## src/sv/crc16d_pkg.sv

```systemverilog
package crc16d_pkg;

  // Frame constants: sync pair and CRC16-MODBUS parameters.
  localparam logic [7:0]  SYNC0_BYTE = 8'hAA;
  localparam logic [7:0]  SYNC1_BYTE = 8'h55;
  localparam logic [15:0] CRC_INIT   = 16'hFFFF;
  localparam logic [15:0] CRC_POLY   = 16'hA001;

  // Result kinds.
  localparam logic [1:0] KIND_DATA   = 2'd0;
  localparam logic [1:0] KIND_GOOD   = 2'd1;
  localparam logic [1:0] KIND_REJECT = 2'd2;

  // Receive phases. The unused code is treated as hunting.
  typedef enum logic [2:0] {
    PH_SYNC0   = 3'd0,
    PH_SYNC1   = 3'd1,
    PH_LEN     = 3'd2,
    PH_TYPE    = 3'd3,
    PH_PAYLOAD = 3'd4,
    PH_CRC0    = 3'd5,
    PH_CRC1    = 3'd6
  } phase_t;

  // Input request: a received byte or a timeout event.
  typedef struct packed {
    logic [7:0] rx_byte;
    logic       timeout;
  } rx_item_t;

  // Result request.
  typedef struct packed {
    logic [1:0] kind;
    logic [7:0] frame_type;
    logic [7:0] data_byte;
    logic [7:0] payload_count;
  } res_item_t;

  // Byte-wide reflected CRC update, unrolled over the eight bits.
  function automatic logic [15:0] crc_feed(input logic [15:0] crc, input logic [7:0] b);
    logic [15:0] c;
    c = crc ^ {8'h00, b};
    for (int k = 0; k < 8; k++) begin
      if (c[0]) begin
        c = (c >> 1) ^ CRC_POLY;
      end else begin
        c = c >> 1;
      end
    end
    return c;
  endfunction

endpackage

```

## src/sv/crc16_frame_deframer.sv

```systemverilog
// Channel  Dir  Handshake                 Payload
// rx       in   rx_valid / rx_ready       rx_item  (rx_byte, timeout)
// res      out  res_valid / res_ready     res_item (kind, frame_type, data_byte, payload_count)
//
// Each input request is handled in the cycle it is accepted; a result, if any,
// is registered in the result register, or in the skid register behind a waiting
// result. One request per cycle is sustained while the result side keeps up. This
// two-entry output buffer parts the sides, so rx_ready drops only when both are full.
// Reset (rst, synchronous) returns the block to hunting for the first sync byte.
module crc16_frame_deframer (
  input  logic                   clk,
  input  logic                   rst,
  input  logic                   rx_valid,
  output logic                   rx_ready,
  input  crc16d_pkg::rx_item_t   rx_item,
  output logic                   res_valid,
  input  logic                   res_ready,
  output crc16d_pkg::res_item_t  res_item
);
  import crc16d_pkg::*;

  phase_t      phase, phase_next;
  logic [15:0] running_crc, running_crc_next;
  logic [7:0]  frame_length, frame_length_next;
  logic [7:0]  type_byte, type_byte_next;
  logic [7:0]  bytes_left, bytes_left_next;
  logic [7:0]  crc_low_byte, crc_low_byte_next;

  logic        has_res;
  res_item_t   res_new;
  res_item_t   skid_item;
  logic        skid_valid;
  logic        rx_fire;
  logic        res_pop;
  logic [7:0]  count_m1;
  logic [7:0]  b;

  assign rx_ready = !skid_valid;
  assign rx_fire  = rx_valid && rx_ready;
  assign res_pop  = res_valid && res_ready;
  assign b        = rx_item.rx_byte;
  assign count_m1 = frame_length - 8'd1;

  // Next frame state and the result caused by the current request.
  always_comb begin
    phase_next        = phase;
    running_crc_next  = running_crc;
    frame_length_next = frame_length;
    type_byte_next    = type_byte;
    bytes_left_next   = bytes_left;
    crc_low_byte_next = crc_low_byte;
    has_res           = 1'b0;
    res_new           = '0;
    res_new.frame_type = type_byte;
    if (rx_item.timeout) begin
      phase_next = PH_SYNC0;
      case (phase)
        PH_LEN: begin
          has_res      = 1'b1;
          res_new.kind = KIND_REJECT;
        end
        PH_TYPE, PH_PAYLOAD, PH_CRC0, PH_CRC1: begin
          has_res               = 1'b1;
          res_new.kind          = KIND_REJECT;
          res_new.payload_count = count_m1;
        end
        default: begin
        end
      endcase
    end else begin
      case (phase)
        PH_SYNC1: begin
          if (b == SYNC1_BYTE) begin
            phase_next        = PH_LEN;
            running_crc_next  = CRC_INIT;
            frame_length_next = 8'd0;
            type_byte_next    = 8'd0;
            bytes_left_next   = 8'd0;
            crc_low_byte_next = 8'd0;
          end else begin
            phase_next = PH_SYNC0;
          end
        end
        PH_LEN: begin
          frame_length_next = b;
          if (b == 8'd0) begin
            phase_next   = PH_SYNC0;
            has_res      = 1'b1;
            res_new.kind = KIND_REJECT;
          end else begin
            running_crc_next = crc_feed(running_crc, b);
            phase_next       = PH_TYPE;
          end
        end
        PH_TYPE: begin
          type_byte_next   = b;
          running_crc_next = crc_feed(running_crc, b);
          bytes_left_next  = count_m1;
          phase_next       = (count_m1 == 8'd0) ? PH_CRC0 : PH_PAYLOAD;
        end
        PH_PAYLOAD: begin
          running_crc_next  = crc_feed(running_crc, b);
          bytes_left_next   = bytes_left - 8'd1;
          if (bytes_left == 8'd1) begin
            phase_next = PH_CRC0;
          end
          has_res           = 1'b1;
          res_new.kind      = KIND_DATA;
          res_new.data_byte = b;
        end
        PH_CRC0: begin
          crc_low_byte_next = b;
          phase_next        = PH_CRC1;
        end
        PH_CRC1: begin
          phase_next            = PH_SYNC0;
          has_res               = 1'b1;
          res_new.kind          = ({b, crc_low_byte} == running_crc) ? KIND_GOOD : KIND_REJECT;
          res_new.payload_count = count_m1;
        end
        default: begin
          phase_next = (b == SYNC0_BYTE) ? PH_SYNC1 : PH_SYNC0;
        end
      endcase
    end
  end

  // Frame state registers.
  always_ff @(posedge clk) begin
    if (rst) begin
      phase        <= PH_SYNC0;
      running_crc  <= CRC_INIT;
      frame_length <= 8'd0;
      type_byte    <= 8'd0;
      bytes_left   <= 8'd0;
      crc_low_byte <= 8'd0;
    end else if (rx_fire) begin
      phase        <= phase_next;
      running_crc  <= running_crc_next;
      frame_length <= frame_length_next;
      type_byte    <= type_byte_next;
      bytes_left   <= bytes_left_next;
      crc_low_byte <= crc_low_byte_next;
    end
  end

  // Result register with a skid entry behind it.
  always_ff @(posedge clk) begin
    if (rst) begin
      res_valid  <= 1'b0;
      skid_valid <= 1'b0;
    end else if (res_pop) begin
      if (skid_valid) begin
        res_item   <= skid_item;
        skid_valid <= 1'b0;
      end else if (rx_fire && has_res) begin
        res_item <= res_new;
      end else begin
        res_valid <= 1'b0;
      end
    end else if (rx_fire && has_res) begin
      if (!res_valid) begin
        res_item  <= res_new;
        res_valid <= 1'b1;
      end else begin
        skid_item  <= res_new;
        skid_valid <= 1'b1;
      end
    end
  end

`ifndef SYNTHESIS
  // The skid entry is only ever filled behind a waiting result.
  a_skid_behind_result: assert property (@(posedge clk) disable iff (rst)
    skid_valid |-> res_valid)
    else $error("skid entry valid without a result in the output register");

  // A timeout always returns the block to hunting.
  a_timeout_hunts: assert property (@(posedge clk) disable iff (rst)
    (rx_fire && rx_item.timeout) |=> (phase == PH_SYNC0))
    else $error("timeout did not return to hunting");

  // Payload phase always has bytes left to take.
  a_payload_count: assert property (@(posedge clk) disable iff (rst)
    (phase == PH_PAYLOAD) |-> (bytes_left != 8'd0))
    else $error("payload phase with no bytes left");

  // The second CRC byte always yields a frame result.
  a_crc_end_result: assert property (@(posedge clk) disable iff (rst)
    (rx_fire && !rx_item.timeout && (phase == PH_CRC1)) |=> res_valid)
    else $error("frame end produced no result");
`endif

endmodule

```

## config.mk

```make
export PLATFORM = sky130hd
export DESIGN_NAME = crc16_frame_deframer
export DESIGN_NICKNAME = d
export VERILOG_FILES = /design/src/sv/crc16d_pkg.sv /design/src/sv/crc16_frame_deframer.sv
export SDC_FILE = /design/constraint.sdc
export NUM_CORES = 1
export LEC_CHECK = 0
export BUFFER_PORTS_ARGS = -buffer_cell sky130_fd_sc_hd__buf_2
export CAP_MARGIN = 40
export CORE_UTILIZATION = 34
export CTS_CLUSTER_DIAMETER = 200
export DETAILED_ROUTE_END_ITERATION = 16
export RECOVER_POWER = 100
export SLEW_MARGIN = 25
export SYNTH_ARGS = -nofsm -noshare
export SYNTH_HDL_FRONTEND = slang
export SYNTH_SLANG_ARGS = --single-unit
```

## constraint.sdc

```tcl
create_clock -name clk -period 4.8 [get_ports clk]
set_input_delay 0.96 -clock clk [delete_from_list [all_inputs] [get_ports clk]]
set_output_delay 0.96 -clock clk [all_outputs]
set_load 0.05 [all_outputs]
```

==> run_results.csv <==
group,metric,value,unit
sta,slew_headroom,-0.0423,
routing,wl,11.1,mm
setup_path,path_cells,"clkbuf_1, inv_1, nor3_1, clkbuf_1, mux2_2",
global_route,gr-usage-met2,0.250,
routing,wl_per_cell,15.9,µm
clock_tree,cts-htree-levels,3,
sta,fin_crit_sh,0.630,
pwr,vdd.ir_drop.worst,0.000166,V
routing,final_antenna_net_count,0,
final_layout,area_growth,12.4,%
routing,drc,0,
clock_tree,cts-buffers-inserted,9,
pwr,p_int,1.39,mW
routing,route.vias.total,3640,
setup_path,cp_slowest_cell,"clkbuf_1",
clock_tree,clkSlewWorstSetupHoldPaths,0.08,ns
synth,async_flop_share,0,
global_route,grt_pass1_wl,18.0,mm
place,post_dp_cell_area,5350,µm²
die,die_w,123,µm
clock_tree,postCtsHoldBufs,0,
setup_path,worst_path_most_repeated_cell,"clkbuf_1",
die,ios,41,
global_route,grt.busiest_layer,"met2",
global_route,grtUsageMet1,0.203,
clock_tree,clkLatencyLatePin,0.35,ns
sta,slew_viol_final,35,
setup_path,max_stage_delay,1.15,ns
synth,synthFlopType,"dfxtp_1",
synth,synth_edf_count,52,
synth,synth-seq-cells,105,
place,place_hpwl,7.87,mm
routing,vias_per_cell,5.24,
die,rows,43,
sta,min_period,3.02,ns
pwr,clkPwrFrac,0.434,
global_route,grtUsageTotal,0.154,
clock_tree,clockBufferDepth,2,
sta,grt_setup_unrepaired,"false",
run_status,failed_checks,"capacitance limit, slew limit",
synth,syn_area,5000,µm²
final_layout,mostFrequentLayoutCell,"nor2_1",
synth,synth.distinct_cells,55,
job,cap_violations,1,
global_route,use_met3,0.0254,
synth,ys_seq_area_frac,0.525,
setup_path,arrival,3.11,ns
pwr,switching_power,0.407,mW
sta,worst_pin_slew,1.56,ns
die,design.core.area,14100,µm²
setup_path,path_delay_family,"buffers and inverters",
clock_tree,tritoncts,"done",
synth,netlist_instances,481,
final_layout,antenna_cells,0,
routing,drtPass1Iterations,5,
synth,syn-num-nets,498,
die,die_area,15200,µm²
hold_path,hold_path.class,"reg -> reg",
final_layout,stdcell_area,5620,µm²
pwr,power.density,319,nW/µm²
pwr,swShare,0.227,
global_route,antenna_found_initial,0,
synth,avgSynthCellArea,10.4,µm²
setup_path,crit_buf_inv,3,
pwr,pwr-share-seq,0.520,
setup_path,cp-start-kind,"input port",
die,fp.dieH,123,µm
setup_path,critPathKind,"in -> reg",
routing,dr.first_iter.drc_count,272,
final_layout,final_cell_mix,"nor2_1 (58), dfxtp_1 (53), edfxtp_1 (52)",
clock_tree,cts_root_buf,"clkbuf_16",
pwr,combPwrFrac,0.046,
place,port_buffers,40,
final_layout,layout-drive-gt1-share,0.111,
pwr,power.leakage,1.97,nW
setup_path,cp_max_fo,34,
clock_tree,ctsResizeCount,0,
sta,setup_viol,0,
clock_tree,clock-sinks,105,
global_route,grt_max_degree,36,
setup_path,cp-end-kind,"flop",
global_route,grt_pass1_vias,3537,
setup_path,required,4.89,ns
place,place_congestion,0.845,
sta,fmax,331,MHz
run_status,status,"finished with violations",
synth,yosysWarnings,0,
sta,clock_skew,0.0156,ns
die,start_util,0.355,
global_route,grt_overflow,0,
final_layout,layout.nets,526,
sta,hold_violations,0,
sta,fin_setup_tns,0,ns
clock_tree,post-cts-setup-buffers,0,
-- power by group through the flow --
stage / Sequential [mW] / Clock [mW] / Combinational [mW]
6_report: 0.932 / 0.778 / 0.0821
5_1_grt: 0.932 / 0.824 / 0.0896
4_1_cts: 0.932 / 0.793 / 0.0824
3_5_place_dp: 0.953 / 0 / 0.0818
3_3_place_gp: 0.953 / 0 / 0.0801
2_1_floorplan: 0.953 / 0 / 0.0658
-- sequential cells by signal, summed over array words and instances (netlist names) --
signal        count
res_item         26
skid_item        26
running_crc      16
bytes_left        8
crc_low_byte      8
frame_length      8
type_byte         8
phase             3
res_valid         1
skid_valid        1
-- layer usage --
metal  routed length (µm)  vias up  part of all wire
met4                  286        0             0.026
met3                  447       25             0.040
met2                 5240      103              0.47
met1                 5090     1736              0.46
li1                     -     1776                 -
met5                    0        -                 0
-- cells in the mapped netlist, types with 2 or more instances --
| master | number | share of area |
|---|---|---|
| xor2_1 | 7 | 0.012 |
| a211oi_1 | 2 | 0.0030 |
| o22ai_1 | 6 | 0.0075 |
| a221oi_1 | 2 | 0.0035 |
| o21ai_0 | 4 | 0.0040 |
| dfxtp_1 | 53 | 0.21 |
| buf_4 | 6 | 0.0090 |
| clkbuf_1 | 16 | 0.012 |
| xnor2_2 | 2 | 0.0065 |
| mux2_2 | 18 | 0.041 |
| o21ai_1 | 7 | 0.0070 |
| a22oi_1 | 17 | 0.026 |
| nor2b_1 | 2 | 0.0025 |
| nor4_1 | 7 | 0.0088 |
| xnor2_1 | 30 | 0.053 |
| nand2b_1 | 6 | 0.0075 |
| buf_2 | 5 | 0.0050 |
| xnor3_1 | 2 | 0.0090 |
| o21bai_1 | 14 | 0.021 |
| o21a_1 | 2 | 0.0030 |
| xor2_2 | 2 | 0.0065 |
| nand4_1 | 6 | 0.0075 |
| and4_1 | 2 | 0.0035 |
| and2_1 | 11 | 0.014 |
| ha_1 | 4 | 0.010 |
| nor2_1 | 58 | 0.044 |
| nand2_1 | 38 | 0.029 |
| a21o_1 | 4 | 0.0060 |
| o31ai_1 | 8 | 0.012 |
| inv_1 | 10 | 0.0075 |
| nand3_1 | 13 | 0.013 |
| nor3_1 | 17 | 0.017 |
| and3_1 | 3 | 0.0038 |
| or3_1 | 4 | 0.0050 |
| a21oi_1 | 22 | 0.022 |
| edfxtp_1 | 52 | 0.31 |
-- path summary, 6_finish.rpt --
check | from | to | slack (ns) | depth (start not counted)
min | type_byte[4]$_SDFFE_PP0P_ | skid_item[20]$_DFFE_PP_ | 0.47 | 0
max reg2reg | phase[2]$_SDFFE_PP0P_ | running_crc[14]$_SDFFE_PP1P_ | 1.90 | 6
max | res_ready | res_item[23]$_DFFE_PP_ | 1.78 | 5
min reg2reg | type_byte[4]$_SDFFE_PP0P_ | skid_item[20]$_DFFE_PP_ | 0.47 | 0
-- cells by family after synthesis --
kind of cell,Yosys count,share of synthesized area
multiplexers,18,0.0405
adder cells (fa/ha/maj),4,0.0100
buffers and inverters,39,0.0378
AND/OR/NAND/NOR,175,0.167
flip-flops,105,0.525
AO/OA/AOI/OAI,96,0.128
XOR/XNOR,44,0.0916
-- metrics by stage --
step                power [mW]  utilization  cells  setup slack (ns)  hold slack [ns]
global placement          1.03        0.379    676              1.69            0.452
global route              1.85        0.399    694              1.53            0.487
detailed placement        1.03        0.380    677              1.65            0.455
floorplan                 1.02            -    481             0.367            0.427
finish                    1.79        0.399    694              1.78            0.473
CTS                       1.81        0.402    693              2.01            0.474
-- worst register-to-register path, stage by stage, from the launching register on --
cell	delay, ns
dfxtp_1	0.79
or3b_1	0.60
nand2_1	0.19
a21o_1	0.12
and2_0	0.70
and3_2	0.34
o21bai_1	0.06
-- area by class of cell --
cell class | count | area [µm²]
inverter | 10 | 37.5
multi-input combinational | 337 | 2220
sequential | 105 | 2620
clock buffer | 9 | 225
timing repair buffer | 46 | 200
tap | 180 | 225
fill | 1391 | 8470
clock inverter | 7 | 90.1
(Power assumes the default switching activity.)
